**src/sv/prf_pkg.sv**
```systemverilog
`timescale 1ns / 1ps
package prf_pkg;

  // Widths fixed by the register map and the stream fields
  localparam int unsigned IDX_W   = 13;
  localparam int unsigned BPP_W   = 4;
  localparam int unsigned SCORE_W = 20;
  localparam int unsigned NUM_FILTERS = 5;

  localparam logic [BPP_W-1:0] BPP_MAX = 4'd8;

  // Configuration register indexes
  localparam logic CFG_ROW_BYTES = 1'b0;
  localparam logic CFG_BPP       = 1'b1;

  // PNG filter type codes
  localparam logic [2:0] FILT_NONE  = 3'd0;
  localparam logic [2:0] FILT_SUB   = 3'd1;
  localparam logic [2:0] FILT_UP    = 3'd2;
  localparam logic [2:0] FILT_AVG   = 3'd3;
  localparam logic [2:0] FILT_PAETH = 3'd4;

  typedef enum logic {
    OP_PUSH  = 1'b0,
    OP_FETCH = 1'b1
  } op_t;

  typedef enum logic [2:0] {
    ST_ACCEPTED = 3'd0,
    ST_ROW_DONE = 3'd1,
    ST_BUSY     = 3'd2,
    ST_BYTE     = 3'd3,
    ST_NONE     = 3'd4
  } status_t;

  typedef enum logic [2:0] {
    S_IDLE,
    S_RD0,
    S_RD1,
    S_RD2,
    S_CALC,
    S_ACC,
    S_PICK,
    S_FOUT
  } back_state_t;

  // One classified request handed from front to back
  typedef struct packed {
    op_t        op;
    logic       new_image;
    logic [7:0] pixel;
  } item_t;

endpackage

```
**src/sv/prf_front.sv**
```systemverilog
`timescale 1ns / 1ps
module prf_front
  import prf_pkg::*;
(
  input  logic       clk,
  input  logic       rst,
  input  logic       in_valid,
  output logic       in_ready,
  input  logic [1:0] in_user,
  input  logic [7:0] in_data,
  output logic       q_valid,
  output item_t      q_item,
  input  logic       q_pop
);

  item_t      slot [2];
  logic       wr_ptr;
  logic       rd_ptr;
  logic [1:0] count;
  logic       push;
  item_t      item_in;

  // Classify the incoming transaction
  always_comb begin
    item_in.op        = in_user[0] ? OP_FETCH : OP_PUSH;
    item_in.new_image = in_user[1] & ~in_user[0];
    item_in.pixel     = in_data;
  end

  assign in_ready = (count != 2'd2);
  assign push     = in_valid & in_ready;
  assign q_valid  = (count != 2'd0);
  assign q_item   = slot[rd_ptr];

  // Hold payload in the two-entry queue
  always_ff @(posedge clk) begin
    if (push) begin
      slot[wr_ptr] <= item_in;
    end
  end

  // Advance pointers and fill count
  always_ff @(posedge clk) begin
    if (rst) begin
      wr_ptr <= 1'b0;
      rd_ptr <= 1'b0;
      count  <= 2'd0;
    end else begin
      if (push) begin
        wr_ptr <= ~wr_ptr;
      end
      if (q_pop) begin
        rd_ptr <= ~rd_ptr;
      end
      unique case ({push, q_pop})
        2'b10:   count <= count + 2'd1;
        2'b01:   count <= count - 2'd1;
        default: count <= count;
      endcase
    end
  end

endmodule

```
**config.mk**
```make
export PLATFORM = sky130hd
export DESIGN_NAME = prf_front
export DESIGN_NICKNAME = d
export VERILOG_FILES = /design/src/sv/prf_pkg.sv /design/src/sv/prf_front.sv
export SDC_FILE = /design/constraint.sdc
export NUM_CORES = 1
export LEC_CHECK = 0
export BUFFER_PORTS_ARGS = -buffer_cell sky130_fd_sc_hd__buf_2
export CORE_AREA = 2 2 47 49
export DETAILED_ROUTE_END_ITERATION = 10
export DIE_AREA = 0 0 49 51
export PLACE_DENSITY = 0.75
export SYNTH_ARGS = -nofsm -noshare
export SYNTH_HDL_FRONTEND = slang
export SYNTH_SLANG_ARGS = --single-unit
```
**constraint.sdc**
```tcl
create_clock -name clk -period 2.5 [get_ports clk]
set_input_delay 0.25 -clock clk [delete_from_list [all_inputs] [get_ports clk]]
set_output_delay 0.25 -clock clk [all_outputs]
set_load 0.05 [all_outputs]
```
# Word-level counts from Yosys, hierarchy flattened
# Memory sizes are Yosys's and may differ from the RTL's. A register that Yosys moved wholly into a read port is not among the register bits.
# Cells that the tools add are included.
dict set report word_totals {
  memories 1
  regBits 4
  in_bits 14
  ram_bits 20
}
# memory depth word_bits read_ports rd_clocked_by_memory_dff write_ports line_no
set memory_table {}
lappend memory_table {slot 2 10 1 1 1 prf_front.sv:16} ;# item_t slot [2];
dict set report op_classes {
  muxes 6
  add_sub_neg 2
  bitwise 5
  reduce_logical 2
  eq_ne 3
}
# op n
set ops {}
lappend ops {{$mux 1} 5}
lappend ops {{$pmux 2 s2} 1}
lappend ops {{$reduce_bool 2->1} 2}
lappend ops {{$not 1->1} 3}
lappend ops {{$add 2x1->2 const B} 1}
lappend ops {{$and 1x1->1} 2}
lappend ops {{$eq 2x1->1 const B} 1}
lappend ops {{$eq 2x2->1 const B} 1}
lappend ops {{$ne 2x2->1 const B} 1}
lappend ops {{$sub 2x1->2 const B} 1}

# Logic depth before layout (Yosys ltp)
# Gate-level depths: netlist (run 1).
dict set report logic_depth {
  ltp_word 4
  mapped_depth 6
}

# Worst setup path after synthesis (run 1)
# Ideal clock, no wire load.
dict set report synth_timing {
  path_kind {reg-to-reg}
  from {register count[0]}
  to {register count[1]}
  stages_incl_launch_ff 6
  setup_ns 0.070
  path_slack_ns 0.679
  required_ns 2.430
  arrival_ns 1.751
  n_path_buf 0
  cell_sequence {dfxtp_1 > nand2b_1 > nand2_1 > ha_1 > or3_1 > a21oi_1}
}
dict set report synth_via {
  elab_chain_len 4
  word_cells_on_any_way 8
  cone_classes {2 x add/sub; 3 x eq/ne; 1 x mux; 1 x bitwise; 1 x reduce/logical}
}
# element line_no
set synth_rtl {}
lappend synth_rtl {{from (decl)} prf_front.sv:19} ;# logic [1:0] count;
lappend synth_rtl {{from (signal assigned)} prf_front.sv:56} ;# 2'b10: count <= count + 2'd1;
lappend synth_rtl {{from (signal assigned)} prf_front.sv:57} ;# 2'b01: count <= count - 2'd1;
lappend synth_rtl {{from (signal assigned)} prf_front.sv:58} ;# default: count <= count;
lappend synth_rtl {{$ne 2x2->1 *} prf_front.sv:30} ;# assign in_ready = (count != 2'd2);
lappend synth_rtl {{via in_ready} prf_front.sv:8} ;# output logic in_ready,
lappend synth_rtl {{$and 1x1->1 *} prf_front.sv:31} ;# assign push = in_valid & in_ready;
lappend synth_rtl {{$eq 2x1->1 or $eq 2x2->1 (tied branches)} prf_front.sv:55} ;# unique case ({push, q_pop})
lappend synth_rtl {{$pmux 2 s2 or $reduce_bool 2->1 (tied branches)} n/a}
# The timed path passes the listed nets; every way through them passes the cells marked *.
# A chain may end at the register's enable or synchronous reset.

==> results of run 1 <==
==> report_power, final <==
part,internal (W),switching [W]
sequential,0.000496,0.0000204
combinational,0.0000739,0.000169
clock,0.0000620,0.000103
==> synthesized netlist by cell type <==
cell	n
sky130_fd_sc_hd__a21oi_1	2
sky130_fd_sc_hd__or3_1	1
sky130_fd_sc_hd__nand2b_1	1
sky130_fd_sc_hd__inv_1	1
sky130_fd_sc_hd__xnor2_1	2
sky130_fd_sc_hd__ha_1	1
sky130_fd_sc_hd__edfxtp_1	20
sky130_fd_sc_hd__nand2_1	1
sky130_fd_sc_hd__or2_2	1
sky130_fd_sc_hd__mux2_2	10
sky130_fd_sc_hd__nor2_1	3
sky130_fd_sc_hd__buf_2	1
sky130_fd_sc_hd__nor2b_1	1
sky130_fd_sc_hd__a21bo_2	1
sky130_fd_sc_hd__nand3b_1	1
sky130_fd_sc_hd__dfxtp_1	5
sky130_fd_sc_hd__xor2_1	1
sky130_fd_sc_hd__o21ai_0	1
sky130_fd_sc_hd__and3_1	1
==> worst register-to-register path, cell delays in order (launching register included) <==
cell and delay (ps):
sky130_fd_sc_hd__dfxtp_1 410, sky130_fd_sc_hd__nand2b_1 200, sky130_fd_sc_hd__nand2_1 70, sky130_fd_sc_hd__ha_1 310
sky130_fd_sc_hd__or3_1 350, sky130_fd_sc_hd__a21oi_1 140
==> cell type report <==
| class | instances | share of cell area |
|---|---|---|
| timing repair buffer | 25 | 0.112 |
| tap | 28 | 0.0312 |
| inverter | 1 | 0.00335 |
| clock buffer | 4 | 0.0234 |
| multi-input combinational | 28 | 0.205 |
| sequential | 25 | 0.625 |
==> stage by stage <==
step | cells | cell area, um^2
6_report | 111 | 1120
4_1_cts | 111 | 1120
2_1_floorplan | 55 | 940
3_3_place_gp | 107 | 1090
3_5_place_dp | 107 | 1090
5_1_grt | 111 | 1120
==> flip-flops by register name (all words and copies together) (netlist names), named ones only <==
register	flops
count	2
rd_ptr	1
slot	20
wr_ptr	1
==> worst min-delay path by stage <==
stage / from / to / cells after the start / slack [ps]
after detailed placement: in_data[2] / slot[1][2]$_DFFE_PP_ / 1 / 440
after global routing: in_data[2] / slot[1][2]$_DFFE_PP_ / 1 / 110
after CTS: in_data[2] / slot[1][2]$_DFFE_PP_ / 1 / 120
final: in_data[2] / slot[1][2]$_DFFE_PP_ / 1 / 130
after floorplan: rst / count[1]$_SDFFE_PP0P_ / 1 / 320
after global placement: in_data[0] / slot[0][0]$_DFFE_PP_ / 1 / 440
==> metal layers <==
| layer | share of wire | GRT usage | wire length, um |
|---|---|---|---|
| met4 | 0.0090 | 0.0571 | 12 |
| met2 | 0.52 | 0.224 | 690 |
| met1 | 0.42 | 0.126 | 557 |
| met3 | 0.058 | 0.0351 | 78 |
| met5 | 0 | 0 | 0 |
==> logic make-up (layout without fill, tap and decap cells) <==
| logic type | Yosys count | in the layout |
|---|---|---|
| AOI/OAI and AO/OA | 4 | 4 |
| xor gates and xnor gates | 3 | 3 |
| adders and majority gates | 1 | 1 |
| buffers and inverters | 2 | 30 |
| DFF | 25 | 25 |
| muxes | 10 | 10 |
| and+or+nand+nor | 10 | 10 |
==> results summary, run 1 <==
The flow ran to the end, and the final reports show no timing, DRC or antenna violations. Data on the critical path arrives at its endpoint at 1500 ps. The depth of the worst register-to-register path came out at 5. The library cells used most frequently in the layout, excluding fill and tap cells, are sky130_fd_sc_hd__buf_2 (25), sky130_fd_sc_hd__edfxtp_1 (20), sky130_fd_sc_hd__mux2_2 (10), sky130_fd_sc_hd__dfxtp_1 (5). The share of the synthesized netlist area taken by xor and xnor gates is 0.0280. The worst-case vdd ir drop is 0.452 mV. The endpoint of the lowest-slack register-to-register path is count[1]$_SDFFE_PP0P_. The portion of synthesized cell area occupied by the leading cell type is 0.639. The max-slew violation total from the final report came out at 0. The final core utilization came out at 0.543. The leakage power summed over all cells is 0.436 nW.

The count of endpoints failing hold in the final timing report came out at 0. TritonCTS built the clock tree. The largest fanout on the critical path came out at 10.

The total area of multi-input combinational cells is 230 um^2. The routed via count divided by cell count is 4.80. The setup clock skew after layout came out at 3.16 ps.

In this run the power density over the cells is 825 nW/um^2. The distinct cell type count after synthesis is 19. The worst setup margin came out at 747 ps. The simple-gate portion of the synthesized area is 0.0573. The worst setup path is launched from a register. Clock latency on the worst-skew pair, taken at its later pin, is 300 ps. The sequential area share after synthesis came out at 0.746. The count of max-cap constraint violations is 0. The count of state elements after synthesis came out at 25.

Setup repair after global routing left no endpoint under its margin. The most common library cell in the layout ignoring fill and taps is sky130_fd_sc_hd__buf_2. The vias after detailed routing came out at 533. Counting the fill cells in the layout gives 190. The synthesized-area fraction occupied by ao, oa, aoi and oai cells is 0.0266.

The area of the core region came out at 2060 um^2. The root buffer cell chosen for the clock tree is sky130_fd_sc_hd__clkbuf_4. Data on the critical path is required at its endpoint by 2250 ps. The measured slew at the worst slew-check pin is 468 ps. The aggregate global-route resource usage came out at 0.121. The die covers 2500 um^2.

The number of warnings issued by yosys came out at 0. The worst slew slack as a fraction of its limit came out at 0.688. The fraction of final layout cells sized beyond drive strength 1 came out at 0.482. Summed over all layers, the routed wires come to 1.34 mm. The worst-case setup slack after placement is 971 ps.

The slowest cell on the critical path is sky130_fd_sc_hd__dfxtp_1. The total of cells resized after clock tree synthesis is 0. The count of hold-fix buffers inserted at cts is 0. The final number of setup-violating endpoints came out at 0.

By area the synthesized netlist is led by sky130_fd_sc_hd__edfxtp_1 (64%), sky130_fd_sc_hd__mux2_2 (12%), sky130_fd_sc_hd__dfxtp_1 (11%). The worst hold path belongs to the class input port to register. The maximum cell stage delay along the critical path came out at 610 ps.

The wire-length estimate of the detail-placed layout is 968 um. The post-route total power is 0.000924 W. Counting the buffers created by CTS gives 3. The post-CTS setup buffer count is 0.

The global-route wire length before repair came out at 2.24 mm. The area added between synthesis and finish came out at 19.3%. The count of buffers added on input and output ports is 25.

The number of rows in the core area came out at 17. The synthesized netlist cell count came out at 55. The number of nets produced by synthesis is 70. The horizontal extent of the die is 49 um. In the routed design, unresolved DRC markers number 0. The reg-to-reg setup timing slack came out at 960 ps. For this run, the detailed router's first-pass iteration total came to 2. Summed over all layers, the global routing overflow is 0. STA classifies the critical path endpoint as a primary output. After clock tree synthesis, the clock-pin slew on the worst setup and hold paths is 120 ps. The achievable clock frequency is 570 MHz. The minimum period implied by the final worst setup slack came out at 1750 ps. The start-to-end type of the worst setup path is register to primary output. In this run the deepest clock path goes through 2 buffers.

The via count of the first global-routing pass was 540. In this run the number of H-tree levels came out at 1. The post-detailed-route wirelength per cell is 12.1 um.

The synthesized design spends more area on one cell type than any other, namely sky130_fd_sc_hd__edfxtp_1. The setup total negative slack came out at 0 ps. The maximum number of pins on one net before global-route repair came out at 14. After the first detailed-routing iteration, the DRC count stood at 4. The clock sink count came out at 25. The number of antenna-violating nets in the routed design is 0. The sequential standard cell area is 701 um^2. At the end of routability-driven placement, the weighted congestion stood at 0.616. The total buffers and inverters traversed by the critical path is 1. The I/O pin total came out at 26.

Grouping stages by cell kind, the critical path spends the most delay in flip-flops. In this run the worst setup path terminates at q_item[8]. The synthesized area is 940 um^2. The fraction of the mapped netlist area in adder cells came out at 0.0133. The post-synthesis mux area share is 0.120. The share of the clock period used by the worst path after layout came out at 0.701. The combinational family with the most area after synthesis is multiplexers.

The critical path goes through mux2_2, buf_2. The initial utilization of the core area, before any placement, comes to 0.455. The count of nets after finishing came out at 99. The number of gates on the worst path with buffers counted came out at 2. The number of antenna violations at the first check in global routing came to 0. The mean cell area of the mapped netlist is 17.1 um^2. The worst hold margin is 130 ps. The vertical die dimension is 51 um. In this run the critical register-to-register path is launched from count[0]$_SDFFE_PP0P_. The number of diodes added for antenna fixing came out at 0.
Power figures use the tool's default switching activity.
==> run 2, diff against run 1 <==
--- a/config.mk
+++ b/config.mk
@@ -6,10 +6,10 @@
 export NUM_CORES = 1
 export LEC_CHECK = 0
 export BUFFER_PORTS_ARGS = -buffer_cell sky130_fd_sc_hd__buf_2
-export CORE_AREA = 2 2 47 49
+export CORE_AREA = 2 2 50 52
 export DETAILED_ROUTE_END_ITERATION = 10
-export DIE_AREA = 0 0 49 51
-export PLACE_DENSITY = 0.75
+export DIE_AREA = 0 0 52 54
+export PLACE_DENSITY = 0.69
 export SYNTH_ARGS = -nofsm -noshare
 export SYNTH_HDL_FRONTEND = slang
 export SYNTH_SLANG_ARGS = --single-unit
==> constraint.sdc (replaced) <==
create_clock -name clk -period 1.55 [get_ports clk]
set_input_delay 0.155 -clock clk [delete_from_list [all_inputs] [get_ports clk]]
set_output_delay 0.155 -clock clk [all_outputs]
set_load 0.05 [all_outputs]
==> run 2 against run 1 <==
Effect of this change: register-to-register slack lost 850 ps; die area grew 12%; final cell count grew 4.5%; worst setup slack lost 680 ps; hold slack lost 90 ps; largest cell class unchanged; largest power group unchanged.
==> results summary, run 2 (same netlist as run 1, synthesis figures left out) <==
The endpoint of the worst hold path is slot[1][1]$_DFFE_PP_. The number of standard cells in the layout, taps in and fillers out is 116. CTS saw 25 sinks. The library cells used most frequently in the layout, excluding fill and tap cells, are sky130_fd_sc_hd__buf_2 (21), sky130_fd_sc_hd__edfxtp_1 (20), sky130_fd_sc_hd__mux2_2 (10), sky130_fd_sc_hd__buf_4 (4). The register with the most flip-flops in the layout has 20 of them. The final number of setup-violating endpoints is 0. In this run the remaining antenna-violating nets after routing total 0.

The launch point of the worst hold path is in_data[1]. At the end of the flow the core is filled with cells to 0.508. The endpoint required time on the critical path came out at 1390 ps. The setup clock skew after layout is 5.02 ps. The overflow left after global routing is 0.

The worst-case vdd ir drop came out at 0.666 mV. The largest fanout on the critical path came out at 5. The effective utilization at floorplan came out at 0.405. The critical path is of the register to primary output type. For this run, the detailed router's first-pass iteration total came to 4.

The die covers 2810 um^2. STA puts the critical path data arrival time at 1330 ps. The depth of the worst register-to-register path came out at 5. The count of max-cap constraint violations came out at 0. The final HPWL from detailed placement is 978 um.

Setup repair after global routing could not meet its margin everywhere. The area of the core region is 2320 um^2. In the finished design, the share of the clock period the worst path needs comes to 0.955. The endpoint identified for the worst register-to-register timing path is count[1]$_SDFFE_PP0P_.

The minimum period implied by the final worst setup slack is 1480 ps. The deepest clock path buffer count came out at 2. The max-slew violation total from the final report was 0. At the pin with the least slew margin, the transition time is 402 ps. The clock insertion delay at the later pin of the skew report came out at 300 ps.

The routed wire length is 1.36 mm. The worst-case setup slack after placement came out at 70.3 ps. The maximum level of the CTS H-tree is 1. The number of remaining DRC errors is 0.

The path class of the tightest hold or removal check is input port to register. The register with the most flip-flops is slot. The post-detailed-placement cell area came out at 1120 um^2. The number of diodes added for antenna fixing is 0. The achievable clock frequency is 676 MHz.

The number of buffers created by CTS came out at 3. Setup slack on the worst reg-to-reg path comes out at 110 ps. The routed via count divided by cell count is 4.59.

The finished layout cell area came out at 1180 um^2. The most common library cell in the layout ignoring fill and taps is sky130_fd_sc_hd__buf_2. The slowest cell on the critical path is sky130_fd_sc_hd__dfxtp_2.

The count of nets after finishing is 102. The number of cells in the design after placement came out at 111. The worst register-to-register path begins at count[0]$_SDFFE_PP0P_. Dividing the detail-routed wire length by the instance count gives 11.7 um. The largest registers in the layout are slot (20), count (2). 26 I/O pins were placed. The worst slew slack as a fraction of its limit is 0.732. The vertical die dimension came out at 54 um. The count of input and output buffers came out at 25. The clock transition time at the flip-flop clock pins of the worst setup and hold paths is 120 ps. In the final layout, the share of cells above drive strength 1 is 0.535. The maximum cell stage delay along the critical path came out at 370 ps. After the first detailed-routing iteration, the DRC count stood at 15.

The post-CTS setup buffer count came out at 0. The horizontal extent of the die is 52 um. Traced cell by cell, the critical path runs through buf_6, mux2_2, buf_2. The global-route wire length before repair is 2.06 mm.

The aggregate global-route resource usage came out at 0.103. The leakage power summed over all cells came out at 0.463 nW. The number of antenna violations at the first check in global routing is 0. Once routing completed, OpenROAD measured the worst setup slack at 69.6 ps.

The maximum number of pins on one net before global-route repair is 14. The worst setup path is captured at a primary output. The root buffer cell chosen for the clock tree is sky130_fd_sc_hd__clkbuf_4. The number of rows in the core area came out at 18. The routability congestion estimate came out at 0.667. Counting instances, the worst hold path has a depth of 1. The via count of the first global-routing pass came out at 487.

The power density of the placed cells is 1300 nW/um^2. The worst hold margin came out at 39.9 ps. The area added between synthesis and finish is 25.3%. TritonCTS built the clock tree. The vias after detailed routing is 532.

The count of endpoints failing hold in the final timing report was 0. The category of the worst setup path launch point is a register. The flow ran to the end, and the final reports show no timing, DRC or antenna violations.
## run 2: cell count changes in the layout (fill, tap and decap cells not counted), sizes merged
| cell | change |
|---|---|
| buf | +3 |
## run 2: worst max-delay path by stage
stage	start	end	slack [ps]
after CTS	register	q_item[3]	8
after global routing	register	q_item[3]	-20
final	register	q_item[3]	70
after floorplan	count[0]$_SDFFE_PP0P_	count[1]$_SDFFE_PP0P_	30
after detailed placement	count[0]$_SDFFE_PP0P_	count[1]$_SDFFE_PP0P_	70
after global placement	count[0]$_SDFFE_PP0P_	count[1]$_SDFFE_PP0P_	140
## run 2: stage by stage
step / setup TNS, ps / power (W)
finish: 0 / 0.00153
global route: -39.5 / 0.00161
CTS: 0 / 0.00153
detailed placement: 0 / 0.00126
global placement: 0 / 0.00125
floorplan: 0 / 0.00116
## run 2: area by class of cell
cell class	count	area [um^2]
Fill cell	212	1140
Sequential cell	25	703
Multi-Input combinational cell	28	238
Timing Repair Buffer	28	169
Tap cell	30	37.5
Clock buffer	4	26.3
Inverter	1	3.75
## run 2: worst max-delay path, delay by kind of cell (launching register included)
kind / cells / cell delay, ps
flops: 1 / 370
mux: 1 / 330
buf+inv: 2 / 330
## run 2: routing by layer
layer,vias to the layer above,part of all wire,track usage
met5,-,0,0
met4,0,0,0.0395
met3,0,0.088,0.0389
met2,17,0.51,0.181
met1,250,0.40,0.113
li1,265,-,-
## run 2: power breakdown
group | total [W] | switching (W) | internal, W
Clock | 0.000261 | 0.000161 | 0.000100
Sequential | 0.000830 | 0.0000285 | 0.000802
Combinational | 0.000434 | 0.000285 | 0.000149
## run 2: timing repair
item                                   CTS  global route
gates resized for setup                  0            15
setup endpoints to repair                0            11
endpoints found under the hold margin    0             0
hold buffers                             0             0
